$ cat config.mk
export PLATFORM = sky130hd
export DESIGN_NAME = hsdm_mix_dp
export DESIGN_NICKNAME = d
export VERILOG_FILES = /design/src/hsdm_pkg.sv /design/src/hsdm_mix_dp.sv
export SDC_FILE = /design/constraint.sdc
export NUM_CORES = 2
export LEC_CHECK = 0
export BUFFER_PORTS_ARGS = -buffer_cell sky130_fd_sc_hd__buf_4
export CAP_MARGIN = 10
export CORE_ASPECT_RATIO = 1.5
export CORE_MARGIN = 2
export CORE_UTILIZATION = 51
export CTS_BUF_LIST = sky130_fd_sc_hd__clkbuf_4 sky130_fd_sc_hd__clkbuf_8 sky130_fd_sc_hd__clkbuf_16
export CTS_CLUSTER_DIAMETER = 60
export DETAILED_ROUTE_END_ITERATION = 8
export PLACE_DENSITY = 0.68
export SLEW_MARGIN = 15
export SYNTH_ARGS = -nofsm -noshare
export SYNTH_HDL_FRONTEND = slang
export SYNTH_SLANG_ARGS = --single-unit
$ cat constraint.sdc
create_clock -name clk -period 12.75 [get_ports clk]
set_input_delay 2.55 -clock clk [delete_from_list [all_inputs] [get_ports clk]]
set_output_delay 2.55 -clock clk [all_outputs]
set_load 0.03 [all_outputs]
$ cat src/hsdm_pkg.sv
// Package for the stereo delay mixer: register indexes, Q1.15 constants
// and the per-item control word passed between pipeline stages.
// No dependencies.
`default_nettype none

package hsdm_pkg;

	localparam int CFG_BITS = 16;
	localparam int FRAC_BITS = 15;
	localparam int ROUND_HALF = 16384;
	localparam logic [CFG_BITS-1:0] Q_ONE = 16'h8000;

	localparam logic [1:0] REG_DELAY_LENGTH = 2'd0;
	localparam logic [1:0] REG_MIX_GAIN = 2'd1;
	localparam logic [1:0] REG_LEFT_SOURCE = 2'd2;

	typedef struct packed {
		logic valid;
		logic active;
		logic delv;
		logic sel;
		logic last;
	} hsdm_ctrl_t;

endpackage

`default_nettype wire

$ cat src/hsdm_mix_dp.sv
// Mixing datapath: weight products, rounded sum and output register.
// Depends on hsdm_pkg.
`default_nettype none

module hsdm_mix_dp import hsdm_pkg::*; #(
	parameter int SAMPLE_BITS = 24
) (
	input  wire                          clk,
	input  wire                          arst_n,
	input  hsdm_ctrl_t                   ctrl_s1,
	input  wire signed [SAMPLE_BITS-1:0] left_s1,
	input  wire signed [SAMPLE_BITS-1:0] right_s1,
	input  wire signed [SAMPLE_BITS-1:0] del_rdata,
	input  wire [CFG_BITS-1:0]           mix,
	output logic                         adv,
	output logic                         out_valid,
	input  wire                          out_ready,
	output logic [SAMPLE_BITS-1:0]       left_out,
	output logic [SAMPLE_BITS-1:0]       right_out,
	output logic                         last_out
);

	localparam int PW = SAMPLE_BITS + 18;

	hsdm_ctrl_t ctrl_s2;
	logic signed [SAMPLE_BITS-1:0] left_s2, right_s2;
	logic signed [PW-1:0] prod_dry_s2, prod_del_s2;

	logic signed [SAMPLE_BITS-1:0] dry, del;
	logic signed [PW-1:0] dry_x, del_x, wdry_x, wdel_x, sum, shifted;
	logic [CFG_BITS:0] w_dry;
	logic signed [SAMPLE_BITS-1:0] wet;

	logic valid_q, last_q;
	logic [SAMPLE_BITS-1:0] left_q, right_q;

	assign adv = !valid_q || out_ready;

	always_comb begin
		dry = ctrl_s1.sel ? right_s1 : left_s1;
		del = ctrl_s1.delv ? del_rdata : '0;
		w_dry = (CFG_BITS+1)'({1'b0, Q_ONE}) - (CFG_BITS+1)'({1'b0, mix});
		dry_x = PW'(dry);
		del_x = PW'(del);
		wdry_x = $signed(PW'(w_dry));
		wdel_x = $signed(PW'(mix));
	end

	always_ff @(posedge clk or negedge arst_n) begin
		if (!arst_n) begin
			ctrl_s2 <= '0;
		end else if (adv) begin
			ctrl_s2 <= ctrl_s1;
		end
	end

	always_ff @(posedge clk) begin
		if (adv) begin
			left_s2 <= left_s1;
			right_s2 <= right_s1;
			prod_dry_s2 <= dry_x * wdry_x;
			prod_del_s2 <= del_x * wdel_x;
		end
	end

	// Arithmetic shift of the biased sum is the floor of the Q1.15 value.
	always_comb begin
		sum = prod_dry_s2 + prod_del_s2 + PW'(ROUND_HALF);
		shifted = sum >>> FRAC_BITS;
		wet = shifted[SAMPLE_BITS-1:0];
	end

	always_ff @(posedge clk or negedge arst_n) begin
		if (!arst_n) begin
			valid_q <= 1'b0;
		end else if (adv) begin
			valid_q <= ctrl_s2.valid;
		end
	end

	always_ff @(posedge clk) begin
		if (adv) begin
			last_q <= ctrl_s2.last;
			left_q <= (ctrl_s2.active && !ctrl_s2.sel) ? wet : left_s2;
			right_q <= (ctrl_s2.active && ctrl_s2.sel) ? wet : right_s2;
		end
	end

	assign out_valid = valid_q;
	assign left_out = left_q;
	assign right_out = right_q;
	assign last_out = last_q;

endmodule

`default_nettype wire

==> metrics.yaml <==
syn_inst: 3788
grt_pass1_vias: 28710
worst_setup_path_start_kind: "primary input"
period_share: 0.8269
antenna_cells: 0
synth-edff-count: 175
met3_usage: 0.03532
cts-resized-gates: 0
cts_buffers: 17
slew_headroom: 0.1488
drtAntennaViolNets: 0
port_buffers: 146
cp.arrival_ns: 10.80
hp-class: "reg2reg"
rows: 119
postCtsSetupBuffers: 0
avgSynthCellArea_sq_um: 9.503
htree_levels: 4
cp_max_fo: 47
finalHoldViolCount: 0
vias_per_cell: 5.503
skew_ns: 0.01992
drv_cap: 0
fp.coreArea_sq_um: 69980
grt_max_degree: 89
required_ns: 13.01
pin_count: 147
fmax_mhz: 94.85
rsz0062_at_grt: "false"
layout_min_cycle_time_ns: 10.54
synth_area_sq_um: 36000
status: "finished, final reports clean"
final_layout_size_suffix_gt1_frac: 0.07022
grt_pass1_wl_mm: 152.3
worst_skew_pair.late_latency_ns: 0.49
via_count: 26150
finalSetupViolations: 0
syn2layout_area_growth_pct: 7.104
busiest_layer: "met2"
worst_pin_slew_ns: 1.272
crit_type: "in2reg"
start_util: 0.5144
dieArea_sq_um: 72770
clockRootBuffer: "clkbuf_16"
hold_buffers: 0
wl_mm: 93.98
met1_usage: 0.3221
grtUsageTotal: 0.2705
cts_tree: "done"
clock_path_buffers: 2
cts.sinks: 180
drt_iter0_drc: 1480
post-route-util: 0.5510
tns_ns: 0
maxSlewViolCount: 0
die_x_um: 220.9
ys_seq_elements: 180
synthArstFlopShare: 0.02778
final_cells: 4752
wl_per_cell_um: 19.78
timing.hold.ws_ns: 0.4562
dp_cells: 4720
dp_hpwl_mm: 77.14
route.detailed.drc: 0
grtUsageMet2: 0.4843
drt-pass1-iter-count: 5
clkTransAtPathRegs_ns: 0.09
ys_warn_count: 0
synth_nets: 4895
ys.flop_type: "edfxtp_1"
layout.nets: 4939
yosysSeqAreaShare: 0.1495
synth_cell_type_count: 74
gp_congestion: 0.9291
antenna_found_initial: 0
grt_overflow: 0
cp-end-kind: "flip-flop"
fp.dieH_um: 329.4
layout make-up:
| cell class | count | area, sq um |
|---|---|---|
| flip-flops and latches | 180 | 5380 |
| inverters | 883 | 3314 |
| clock inverters | 15 | 197.7 |
| well taps | 907 | 1135 |
| multi-input cells | 2574 | 26780 |
| repair buffers | 176 | 1321 |
| clock buffers | 17 | 425.4 |
| fillers | 6257 | 31420 |
Yosys cell counts (7+ instances only):
library cell | number | area [sq um]
a211oi_1 | 12 | 90.09
a21o_1 | 21 | 157.7
a21oi_1 | 78 | 390.4
and2_1 | 36 | 225.2
and3_1 | 160 | 1001
clkbuf_1 | 137 | 514.2
edfxtp_1 | 175 | 5255
fa_1 | 746 | 14930
ha_1 | 265 | 3316
inv_1 | 883 | 3314
mux2_2 | 27 | 304.0
mux2i_1 | 26 | 260.3
nand2_1 | 578 | 2170
nand2b_1 | 15 | 93.84
nand3_1 | 21 | 105.1
nand4_1 | 8 | 50.05
nor2_1 | 192 | 720.7
nor2b_1 | 10 | 62.56
nor3_1 | 24 | 120.1
nor3b_1 | 9 | 67.56
o21a_1 | 13 | 97.59
o21ai_0 | 84 | 420.4
o21bai_1 | 13 | 97.59
or3_1 | 7 | 43.79
xnor2_1 | 94 | 823.3
xor2_1 | 33 | 289.0
layer usage:
metal,part of all wire,vias up,wire length (um)
met4,0.051,0,4807
met5,0,-,0
met2,0.51,1078,48340
met1,0.37,13170,34330
met3,0.069,263,6499
li1,-,11640,-
flip-flops by register name (all words and copies together) (netlist names):
signal and cells:
prod_dry_s2 39, out_valid 1, last_out 1, right_s2 24
prod_del_s2 39, right_out 24, ctrl_s2 4, left_out 24
left_s2 24
placed cells by master, fill, tap and decap left out, types with 5 or more instances in the layout:
cell | netlist | layout
inv_1 | 883 | 883
fa_1 | 746 | 746
nand2_1 | 578 | 577
ha_1 | 265 | 265
nor2_1 | 192 | 192
buf_4 | 1 | 176
edfxtp_1 | 175 | 175
and3_1 | 160 | 160
xnor2_1 | 94 | 90
o21ai_0 | 84 | 84
a21oi_1 | 78 | 78
and2_1 | 36 | 36
xor2_1 | 33 | 30
mux2_2 | 27 | 27
mux2i_1 | 26 | 26
nor3_1 | 24 | 24
nand3_1 | 21 | 21
a21o_1 | 21 | 21
clkbuf_16 | 0 | 17
nand2b_1 | 15 | 13
o21a_1 | 13 | 13
o21bai_1 | 13 | 13
a211oi_1 | 12 | 12
nor2b_1 | 10 | 10
nor3b_1 | 9 | 9
nand4_1 | 8 | 8
or3_1 | 7 | 7
nor4_1 | 6 | 6
a31oi_1 | 6 | 6
o31ai_1 | 6 | 6
clkinv_8 | 0 | 6
nand3b_1 | 5 | 5
a221oi_1 | 5 | 5
o211ai_1 | 5 | 5
o2111ai_1 | 5 | 5
a21boi_0 | 5 | 5
dfrtp_1 | 5 | 5
final timing paths:
check                                from               to  slack, ns  cells past startpoint
setup / recovery                   mix[0]  prod_dry_s2[32]       2.21                     26
hold / removal                 ctrl_s2[0]         last_out       0.46                      0
setup reg to reg           prod_dry_s2[8]     left_out[19]       8.78                     10
hold reg to reg                ctrl_s2[0]         last_out       0.46                      0
max in group asynchronous          arst_n        out_valid      10.76                      1
min in group asynchronous          arst_n       ctrl_s2[3]       1.86                      1
logic make-up (layout without fill, tap and decap cells):
| kind of cell | Yosys count | count (layout) | synth area share |
|---|---|---|---|
| XOR/XNOR | 128 | 128 | 0.03135 |
| adder cells (fa/ha/maj) | 1011 | 1011 | 0.5070 |
| flip-flops | 180 | 180 | 0.1495 |
| AO/OA/AOI/OAI | 291 | 291 | 0.05172 |
| multiplexers | 53 | 53 | 0.01568 |
| buffers and inverters | 1034 | 1091 | 0.1087 |
| AND/OR/NAND/NOR | 1091 | 1091 | 0.1361 |
critical path: stages:
cell	delay, ns
buf_4	0.32
inv_1	0.25
ha_1	0.33
nand2_1	0.18
or3_1	0.41
xnor2_2	0.92
nor2_1	0.13
fa_1	0.53
inv_1	0.05
fa_1	0.46
fa_1	0.50
fa_1	0.54
inv_1	0.05
fa_1	0.49
inv_1	0.05
fa_1	0.48
inv_1	0.04
ha_1	0.32
and3_1	0.21
a21boi_1	0.21
a21oi_1	0.17
nor4_1	0.54
o21ai_1	0.32
a211oi_1	0.41
mux2i_1	0.23
nand2_1	0.06
stage by stage:
step	setup WS [ns]	instance area, sq um
6_report	2.207	38560
2_1_floorplan	2.440	36000
4_1_cts	2.264	38550
3_3_place_gp	1.842	37930
5_1_grt	1.792	38560
3_5_place_dp	1.769	37930
Power is left out: the tool's default activity adds up to more than one toggle a clock period on the data nets, which glitch-free logic cannot reach.
